### config.mk
export PLATFORM = sky130hd
export DESIGN_NAME = extended_gcd_iterative
export DESIGN_NICKNAME = d
export VERILOG_FILES = /design/src/egcd_pkg.sv /design/src/egcd_unit.sv /design/src/egcd_ctrl.sv /design/src/extended_gcd_iterative.sv
export SDC_FILE = /design/constraint.sdc
export NUM_CORES = 1
export LEC_CHECK = 0
export ABC_CLOCK_PERIOD_IN_PS = 11900
export BUFFER_PORTS_ARGS = -buffer_cell sky130_fd_sc_hd__clkbuf_2
export CAP_MARGIN = 0
export CORE_AREA = 2 2 238 217
export DETAILED_ROUTE_END_ITERATION = 8
export DIE_AREA = 0 0 240 219
export PLACE_DENSITY = 0.6
export SLEW_MARGIN = 15
export SYNTH_ARGS = -nofsm -noshare
export SYNTH_HDL_FRONTEND = slang
export SYNTH_SLANG_ARGS = --single-unit
### constraint.sdc
create_clock -name clk -period 11.9 [get_ports clk]
set_clock_uncertainty 0.05 [all_clocks]
set_input_delay 1.19 -clock clk [delete_from_list [all_inputs] [get_ports clk]]
set_output_delay 1.19 -clock clk [all_outputs]
set_load 0.02 [all_outputs]
### src/egcd_pkg.sv
// Shared types for the extended gcd block: sequencer states and control/status bundles.
package egcd_pkg;

  // Sequencer states
  typedef enum logic [2:0] {
    ST_IDLE,
    ST_CHECK,
    ST_SCALE,
    ST_REDUCE,
    ST_DONE
  } egcd_state_t;

  // Commands from the sequencer to the shift-subtract unit
  typedef struct packed {
    logic load;    // capture operands, initialise coefficient pairs
    logic start;   // clear the shift count for a new quotient
    logic scale;   // raise the shift count by one
    logic reduce;  // conditional subtract at the current shift, then step down or swap
  } egcd_ctrl_t;

  // Status from the shift-subtract unit to the sequencer
  typedef struct packed {
    logic cur_zero;  // current remainder is zero: the algorithm has finished
    logic scale_ok;  // divisor shifted once more still fits under the remainder
    logic k_zero;    // shift count has reached zero
  } egcd_status_t;

endpackage

### src/egcd_unit.sv
// Shift-subtract unit of the extended gcd: remainders, coefficient pairs and shift count.
module egcd_unit import egcd_pkg::*; #(
  parameter int OPERAND_WIDTH = 32
) (
  input  logic                       clk,
  input  logic                       rst,
  input  egcd_ctrl_t                 ctrl,
  input  logic [OPERAND_WIDTH-2:0]   first_value,
  input  logic [OPERAND_WIDTH-2:0]   second_value,
  output egcd_status_t               status,
  output logic [OPERAND_WIDTH-2:0]   divisor,
  output logic [OPERAND_WIDTH-1:0]   coef_first,
  output logic [OPERAND_WIDTH-1:0]   coef_second
);

  localparam int W  = OPERAND_WIDTH;
  localparam int NW = OPERAND_WIDTH - 1;
  localparam int KW = $clog2(OPERAND_WIDTH);

  logic [NW-1:0] rem_old;
  logic [NW-1:0] rem_cur;
  logic [W-1:0]  sa_old;
  logic [W-1:0]  sa_cur;
  logic [W-1:0]  sb_old;
  logic [W-1:0]  sb_cur;
  logic [KW-1:0] k;

  logic [W-1:0]  dsh;
  logic          fits;
  logic [W-1:0]  rem_diff;
  logic [NW-1:0] rem_red;
  logic [W-1:0]  sa_red;
  logic [W-1:0]  sb_red;

  // Shift the divisor and current coefficients by the running count and form the conditional subtraction
  always_comb begin
    dsh      = {1'b0, rem_cur} << k;
    fits     = {1'b0, rem_old} >= dsh;
    rem_diff = {1'b0, rem_old} - dsh;
    rem_red  = fits ? rem_diff[NW-1:0] : rem_old;
    sa_red   = fits ? (sa_old - (sa_cur << k)) : sa_old;
    sb_red   = fits ? (sb_old - (sb_cur << k)) : sb_old;
  end

  // Report status to the sequencer
  always_comb begin
    status.cur_zero = (rem_cur == '0);
    status.scale_ok = ({dsh, 1'b0} <= {2'b00, rem_old});
    status.k_zero   = (k == '0);
  end

  // Shift count: clear, count up while scaling, count down while reducing
  always_ff @(posedge clk) begin
    if (rst) begin
      k <= '0;
    end else if (ctrl.start) begin
      k <= '0;
    end else if (ctrl.scale) begin
      k <= k + KW'(1);
    end else if (ctrl.reduce && !status.k_zero) begin
      k <= k - KW'(1);
    end
  end

  // Remainders and coefficient pairs
  always_ff @(posedge clk) begin
    if (ctrl.load) begin
      rem_old <= first_value;
      rem_cur <= second_value;
      sa_old  <= W'(1);
      sa_cur  <= '0;
      sb_old  <= '0;
      sb_cur  <= W'(1);
    end else if (ctrl.reduce) begin
      if (status.k_zero) begin
        // last quotient bit: the reduced values become the new current pair
        rem_old <= rem_cur;
        rem_cur <= rem_red;
        sa_old  <= sa_cur;
        sa_cur  <= sa_red;
        sb_old  <= sb_cur;
        sb_cur  <= sb_red;
      end else begin
        rem_old <= rem_red;
        sa_old  <= sa_red;
        sb_old  <= sb_red;
      end
    end
  end

  assign divisor     = rem_old;
  assign coef_first  = sa_old;
  assign coef_second = sb_old;

endmodule

### src/egcd_ctrl.sv
// Sequencer of the extended gcd: steps the shift-subtract unit through each quotient.
module egcd_ctrl import egcd_pkg::*; (
  input  logic         clk,
  input  logic         rst,
  input  logic         in_take,
  input  logic         out_free,
  input  egcd_status_t status,
  output egcd_ctrl_t   ctrl,
  output logic         idle,
  output logic         emit
);

  egcd_state_t state;
  egcd_state_t state_next;

  // State register
  always_ff @(posedge clk) begin
    if (rst) begin
      state <= ST_IDLE;
    end else begin
      state <= state_next;
    end
  end

  // Next state
  always_comb begin
    state_next = state;
    unique case (state)
      ST_IDLE: begin
        if (in_take) state_next = ST_CHECK;
      end
      ST_CHECK: begin
        state_next = status.cur_zero ? ST_DONE : ST_SCALE;
      end
      ST_SCALE: begin
        if (!status.scale_ok) state_next = ST_REDUCE;
      end
      ST_REDUCE: begin
        if (status.k_zero) state_next = ST_CHECK;
      end
      ST_DONE: begin
        if (out_free) state_next = ST_IDLE;
      end
      default: state_next = ST_IDLE;
    endcase
  end

  // Outputs
  always_comb begin
    ctrl = '0;
    idle = 1'b0;
    emit = 1'b0;
    unique case (state)
      ST_IDLE: begin
        idle      = 1'b1;
        ctrl.load = in_take;
      end
      ST_CHECK: begin
        ctrl.start = !status.cur_zero;
      end
      ST_SCALE: begin
        ctrl.scale = status.scale_ok;
      end
      ST_REDUCE: begin
        ctrl.reduce = 1'b1;
      end
      ST_DONE: begin
        emit = out_free;
      end
      default: begin
        idle = 1'b0;
      end
    endcase
  end

endmodule

### src/extended_gcd_iterative.sv
// Top level of the iterative extended gcd: stream ports, sequencer, unit and output register.
//
//  channel   | direction | payload (lowest bit first)
//  ----------+-----------+---------------------------------------------------
//  s_axis    | in        | first_value, second_value, zero pad to bytes
//  m_axis    | out       | divisor, coef_first, coef_second, zero pad to bytes
//
// One transaction in gives one transaction out. Each Euclid step passes a check
// state, then the single shift-subtract unit scales up to shift k, the largest
// shift with the divisor still under the remainder, and reduces back down to zero.
// s_axis_tready is high only while the sequencer is idle. A result waits in the
// output register while m_axis_tready is low; the next operands are taken once it
// has left the sequencer. rst is synchronous and clears the sequencer and valid flag.
module extended_gcd_iterative import egcd_pkg::*; #(
  parameter int OPERAND_WIDTH = 32
) (
  input  logic                                              clk,
  input  logic                                              rst,
  input  logic                                              s_axis_tvalid,
  output logic                                              s_axis_tready,
  // first_value, second_value, zero pad
  input  logic [((2*(OPERAND_WIDTH-1)+7)/8)*8-1:0]          s_axis_tdata,
  output logic                                              m_axis_tvalid,
  input  logic                                              m_axis_tready,
  // divisor, coef_first, coef_second, zero pad
  output logic [((3*OPERAND_WIDTH-1+7)/8)*8-1:0]            m_axis_tdata
);

  localparam int W     = OPERAND_WIDTH;
  localparam int NW    = OPERAND_WIDTH - 1;
  localparam int OUT_W = ((3*OPERAND_WIDTH-1+7)/8)*8;
  localparam int PAD_W = OUT_W - (3*OPERAND_WIDTH-1);

  egcd_ctrl_t   ctrl;
  egcd_status_t status;
  logic         idle;
  logic         emit;
  logic         in_take;
  logic         out_free;
  logic [NW-1:0] divisor;
  logic [W-1:0]  coef_first;
  logic [W-1:0]  coef_second;

  assign s_axis_tready = idle;
  assign in_take       = s_axis_tvalid && idle;
  assign out_free      = !m_axis_tvalid || m_axis_tready;

  egcd_ctrl u_ctrl (
    .clk      (clk),
    .rst      (rst),
    .in_take  (in_take),
    .out_free (out_free),
    .status   (status),
    .ctrl     (ctrl),
    .idle     (idle),
    .emit     (emit)
  );

  egcd_unit #(
    .OPERAND_WIDTH (OPERAND_WIDTH)
  ) u_unit (
    .clk          (clk),
    .rst          (rst),
    .ctrl         (ctrl),
    .first_value  (s_axis_tdata[NW-1:0]),
    .second_value (s_axis_tdata[2*NW-1:NW]),
    .status       (status),
    .divisor      (divisor),
    .coef_first   (coef_first),
    .coef_second  (coef_second)
  );

  // Output valid: set on a new result, drop when the transaction completes
  always_ff @(posedge clk) begin
    if (rst) begin
      m_axis_tvalid <= 1'b0;
    end else if (emit) begin
      m_axis_tvalid <= 1'b1;
    end else if (m_axis_tready) begin
      m_axis_tvalid <= 1'b0;
    end
  end

  // Output payload: hold until replaced by the next result
  always_ff @(posedge clk) begin
    if (emit) begin
      m_axis_tdata <= {{PAD_W{1'b0}}, coef_second, coef_first, divisor};
    end
  end

`ifndef SYNTHESIS
  // A new result never overwrites one still waiting
  assert property (@(posedge clk) disable iff (rst)
    emit |-> (!m_axis_tvalid || m_axis_tready))
    else $error("result written over a pending output");

  // Taking operands closes the input until the result is produced
  assert property (@(posedge clk) disable iff (rst)
    (s_axis_tvalid && s_axis_tready) |=> !s_axis_tready)
    else $error("input stayed open after a transaction");

  // After a result is written the sequencer is idle again
  assert property (@(posedge clk) disable iff (rst)
    emit |=> (s_axis_tready && m_axis_tvalid))
    else $error("sequencer not idle after emitting a result");
`endif

endmodule

# Word level (Yosys, flattened, before mapping)
# Cells that the tools add are included.
[totals]
register_bits = 294
input_bits = 68
output_inout_bits = 98
elab_cells = 72
[op_classes]
addsub = 5
order_cmp = 2
n_eq_ne = 8
shifts = 3
mux = 27
reduce_logical = 17
[op_table]
columns = ["cell", "n"]
rows = [
  ["$mux W31", 7],
  ["$mux W32", 4],
  ["$shl A32 B5 Y32", 2],
  ["$sub A32 B32 Y32", 2],
  ["$le A33 B31 Y1", 1],
  ["$ge A31 B32 Y1", 1],
  ["$shl A31 B5 Y32", 1],
  ["$logic_not A31 Y1", 1],
  ["$sub A31 B31 Y31", 1],
  ["$mux W3", 5],
  ["$pmux W3 S5", 1],
  ["$mux W5", 2],
  ["$mux W1", 8],
  ["$reduce_bool A2 Y1", 4],
  ["$eq A3 B2 Y1 const B", 2],
  ["$ne A2 B1 Y1 const B", 3],
  ["$add A5 B1 Y5 const B", 1],
  ["$logic_not A5 Y1", 1],
  ["$sub A5 B1 Y5 const B", 1],
  ["$reduce_and A2 Y1", 2],
  ["$reduce_and A4 Y1", 1],
  ["$eq A3 B1 Y1 const B", 1],
  ["$eq A3 B3 Y1 const B", 1],
  ["$logic_not A1 Y1", 3],
  ["5 further kinds", 6],
]

# Logic depth before layout (Yosys ltp)
[depth]
word_depth = 6
depth_mapped = 29
ltp_nobuf = 24

# Modules after synthesis
# A second synthesis with hierarchy kept.
[unflattened]
cells_unflattened = 2666
area_unflattened_um2 = 22429.0
[by_module_without_submodules]
columns = ["mod", "n_inst", "cells_per_inst", "area_per_inst_um2", "seq_area_each_um2"]
rows = [
  ["egcd_unit", 1, 2540, 19266.0, 4524.3],
  ["extended_gcd_iterative", 1, 102, 2916.5, 2872.8],
  ["egcd_ctrl", 1, 24, 246.5, 60.1],
]

# Least setup slack after synthesis
# OpenSTA, ideal clock, no wires.
[synth_path]
path_kind = "reg-to-reg"
from = "register u_unit.k[1]"
to = "register u_unit.k[4]"
setup_time_ns = 0.116
arrival_time_ns = 5.430
t_required_ns = 11.734
setup_slack_ns = 6.304
path_stages_with_launch = 28
path_buffers = 5
synth_period_minus_slack_ns = 5.596
cell_sequence = "dfxtp_1 -> buf_6 -> buf_2 -> buf_2 -> buf_2 -> buf_2 -> mux2i_1 -> a21oi_1 -> a21oi_1 -> nor2_1 -> a31oi_1 -> nor2_1 -> or2_2 -> ha_1 -> a21o_1 -> a21o_1 -> a21o_1 -> or3_1 -> a2111oi_0 -> a21oi_1 -> or2_2 -> fa_1 -> a21o_1 -> a21oi_1 -> nand2_1 -> o31ai_1 -> xnor2_1 -> nor2_1"
[synth_via]
elab_chain_cells = 4
word_cells_on_any_way = 11
cone_classes = "add/sub (2); order compare (1); shift (1); mux (3); reduce/logical (4)"
[synth_rtl]
columns = ["element", "line", "text"]
rows = [
  ["from (decl)", "egcd_unit.sv:26", "logic [KW-1:0] k;"],
  ["from (signal assigned)", "egcd_unit.sv:59", "k <= k + KW'(1);"],
  ["from (signal assigned)", "egcd_unit.sv:61", "k <= k - KW'(1);"],
  ["$shl A31 B5 Y32 or $logic_not A5 Y1 (tied branches)", "egcd_unit.sv:37, egcd_unit.sv:49", ""],
  ["$le A33 B31 Y1 or $logic_not A1 Y1 (tied branches)", "egcd_unit.sv:48, egcd_unit.sv:60", ""],
  ["$mux W1 or $logic_and A1 B1 Y1 (tied branches)", "egcd_ctrl.sv:53, egcd_unit.sv:60", ""],
  ["$mux W5 or $reduce_bool A2 Y1 (tied branches)", "--", ""],
]
# Parallel ways exist; a longest one is shown, timed or not. The select of a mux whose other input is x is not followed.
# A chain may end at the register's enable or synchronous reset.

# Final worst setup path
[layout_path]
from = "register u_unit.k[0]"
to = "register u_unit.sb_old[10], in the netlist u_unit.coef_second[10]"
[layout_via]
elab_chain_cells = 4
word_cells_on_any_way = 7
cone_classes = "add/sub (1); order compare (1); shift (2); mux (2); reduce/logical (1)"
[layout_rtl]
columns = ["element", "line", "text"]
rows = [
  ["$shl A32 B5 Y32 or $shl A31 B5 Y32 (tied branches)", "egcd_unit.sv:42, egcd_unit.sv:37", ""],
  ["$sub A32 B32 Y32 or $ge A31 B32 Y1 (tied branches)", "egcd_unit.sv:42, egcd_unit.sv:38", ""],
  ["$mux W32", "egcd_unit.sv:42", "sb_red = fits ? (sb_old - (sb_cur << k)) : sb_old;"],
  ["$mux W32 (*)", "egcd_unit.sv:75", "if (status.k_zero) begin"],
  ["to (signal assigned)", "egcd_unit.sv:81", "sb_old <= sb_cur;"],
  ["to (signal assigned)", "egcd_unit.sv:86", "sb_old <= sb_red;"],
  ["to (decl)", "egcd_unit.sv:24", "logic [W-1:0] sb_old;"],
]
# Every way passes the cells marked *; elsewhere a longest branch is shown, timed or not.

==> reports/qor.tcl <==
set qor(postSynthNetCount) 2758
set qor(hpwl_microns) 55410
set qor(global_route.peak_usage_layer) {met2}
set qor(cts-buffers-inserted) 35
set qor(post-cts-setup-buffers) 0
set qor(critPathRequiredTime_ns) 12.35
set qor(netlist_instances) 2560
set qor(dr_total_vias) 20680
set qor(gr-usage-met3) 0.05975
set qor(grt_pass1_vias) 19600
set qor(track_usage) 0.2898
set qor(final_min_period_over_clock_period) 0.6193
set qor(post_synth_num_cell_types) 81
set qor(achievable-frequency_mhz) 135.7
set qor(timing.critical_path.arrival_ns) 7.82
set qor(setup.worst_path.start_class) {register}
set qor(number_of_enable_type_register_cells_in_the_synthesized_netlist) 157
set qor(timing.reg2reg.setup_slack_ns) 4.53
set qor(detail-route-antenna-nets) 0
set qor(placeableCoreArea_sq_um) 49970
set qor(grt_start_max_net_pins) 83
set qor(worstHoldPathType) {reg2reg}
set qor(drt-pass1-iter-count) 5
set qor(grt_pass1_wl_microns) 117600
set qor(final_hold_viol_count) 0
set qor(cts_tree) {done}
set qor(num-nets-final) 2828
set qor(clock_path_buffers) 3
set qor(hold_ws_ns) 0.4463
set qor(timing.final.crit_period_ns) 7.370
set qor(cp_max_fo) 52
set qor(register_clock_pin_slew_on_the_reported_worst_setup_and_hold_paths_ns) 0.07
set qor(criticalPathCategory) {reg2reg}
set qor(antenna_cells_inserted) 0
set qor(rows) 78
set qor(chipHeight_microns) 219
set qor(ctsHtreeMaxLevel) 2
set qor(postSynthRegisterBits) 294
set qor(relative_max_transition_margin) 0.2705
set qor(postCtsResizedCells) 0
set qor(floorplan.initialDensity) 0.4472
set qor(unrepaired_setup_endpoints_after_global_routing) {false}
set qor(synthArstFlopShare) 0
set qor(area_share_of_the_largest_cell_type_after_synthesis) 0.2110
set qor(post_synth.cell_area_avg_sq_um) 8.728
set qor(grt_antenna_before_repair) 1
set qor(avgRoutedWirePerCell_microns) 22.97
set qor(worstSkewPairLatency_ns) 0.56
set qor(drt_wl_total_microns) 76610
set qor(finalMaxSlewViolations) 0
set qor(ioPinCount) 166
set qor(overflow) 0
set qor(layout_cells_sized_above_1) 0.1371
set qor(gp_congestion) 0.9437
set qor(synth_area_leaders) {edfxtp_1 21%, dfxtp_1 12%, ha_1 7.1%, mux2i_1 5.9%, a21oi_1 5.1%}
set qor(gr-usage-met2) 0.4337
set qor(port_buffers) 162
set qor(fp.dieW_microns) 240
set qor(clk_root_buffer_cell) {clkbuf_16}
set qor(critPathCaptureType) {register}
set qor(area_growth_pct) 10.59
set qor(holdBufCountCts) 0
set qor(globalRouteMet1Util) 0.4229
set qor(yosysWarningCount) 0
set qor(fillCellCount) 4818
set qor(dominantRegCellSynth) {edfxtp_1}
set qor(die-area_sq_um) 52560
set qor(syn-cell-area_sq_um) 22340
set qor(via_per_inst) 6.201
set qor(final.setup.tns_ns) 0
set qor(drcViolationCount) 0
set qor(status) {finished, final reports clean}
set qor(post_synthesis_cell_type_with_the_largest_combined_area) {edfxtp_1}
set qor(finalSetupViolCount) 0
set qor(drv.max_cap_violation_count) 0
set qor(drt_first_iter_violations) 2124
set qor(synth.yosys.seq_area_share) 0.3337
set qor(clock_sinks) 294
set qor(worst-slew-pin-transition_ns) 1.090
## cell families (layout without fill, tap and decap cells)
logic type / count (synthesis) / after routing / share of synthesized area
fa+ha+maj: 130 / 130 / 0.07414
compound gates: 818 / 818 / 0.2322
xor+xnor: 74 / 74 / 0.02901
other cells: 1 / 1 / 0.0001678
mux: 210 / 210 / 0.1222
simple gates: 778 / 778 / 0.1599
flops: 294 / 294 / 0.3337
buf+inv: 255 / 350 / 0.04866
## final cells by class
class,count,area [sq um],share of cell area
Clock buffer,48,997.2,0.04035
Clock inverter,14,135.1,0.005468
Inverter,96,360.3,0.01458
Multi-Input combinational cell,2011,13860,0.5610
Sequential cell,294,7468,0.3022
Tap cell,680,850.8,0.03443
Timing Repair Buffer,192,1036,0.04192
## sequential cells by signal, indices dropped and copies added, names as in the netlist
signal	cells
u_unit.sb_cur	32
u_unit.coef_second	32
m_axis_tdata	95
u_unit.coef_first	32
u_ctrl.state	3
u_unit.sa_cur	32
u_unit.rem_cur	31
u_unit.divisor	31
m_axis_tvalid	1
u_unit.k	5
## worst max-delay path, stage by stage, from the launching register on
cell and delay (ns):
dfxtp_4 0.84, inv_1 0.58, buf_4 0.42, a21oi_1 0.40
nor2_1 0.07, o32a_1 0.37, ha_1 0.41, o21ai_0 0.15
o21bai_1 0.23, a211oi_1 0.11, o31ai_1 0.67, a311o_1 0.36
o211a_4 0.57, buf_4 0.46, buf_4 0.73, mux2_2 0.43
a211oi_1 0.23, a21o_1 0.11
## final timing paths
path	from	endpoint	cells past startpoint
setup / recovery	u_unit.k[0]	u_unit.coef_second[10]	17
hold / removal	u_unit.sb_cur[29]	u_unit.coef_second[29]	2
setup reg to reg	u_unit.k[0]	u_unit.coef_second[10]	17
hold reg to reg	u_unit.sb_cur[29]	u_unit.coef_second[29]	2
## Yosys cell counts, drive strengths merged (47+ instances only)
| cell | count |
|---|---|
| a211oi | 63 |
| nand2 | 261 |
| clkbuf | 107 |
| a21o | 81 |
| mux2i | 131 |
| o21ai | 192 |
| inv | 96 |
| ha | 126 |
| edfxtp | 157 |
| nor2 | 213 |
| dfxtp | 137 |
| a21oi | 227 |
| mux4 | 47 |
| xnor2 | 47 |
| nand3 | 79 |
| buf | 52 |
## metrics by stage
step | cell area (sq um) | util | instances | worst slack (ns)
2_1_floorplan | 22340 | - | 2560 | 6.304
3_3_place_gp | 23570 | 0.4717 | 3273 | 4.647
3_5_place_dp | 23570 | 0.4717 | 3273 | 4.576
4_1_cts | 24700 | 0.4943 | 3335 | 4.563
5_1_grt | 24710 | 0.4945 | 3335 | 4.036
6_report | 24710 | 0.4945 | 3335 | 4.530
## per-layer routing
metal | share of wire | vias up | routed length (microns)
li1 | - | 9701 | -
met1 | 0.46 | 10060 | 35540
met2 | 0.43 | 805 | 32920
met3 | 0.082 | 117 | 6246
met4 | 0.025 | 2 | 1890
met5 | 0.00014 | - | 11
## cells in the final DEF, fill, tap and decap left out, types with 25 or more instances in the layout
cell type,netlist,final
nor2_1,213,208
inv_1,94,93
nor2b_1,25,25
nand2_1,261,258
dfxtp_1,137,132
edfxtp_1,157,157
mux2_2,32,32
a31oi_1,41,41
xnor2_1,47,47
xor2_1,27,27
ha_1,126,126
clkbuf_2,0,162
buf_4,13,30
clkbuf_16,0,37
a21o_1,81,81
nand2b_1,39,39
nor3_1,41,41
mux4_2,47,47
nand3_1,79,79
o21ai_0,188,188
o22ai_1,26,26
a21oi_1,226,226
o21a_1,27,27
a211oi_1,63,63
mux2i_1,131,131
Power is not shown: default switching activity piles up to over one toggle a cycle in this logic, so the estimate is an artifact.
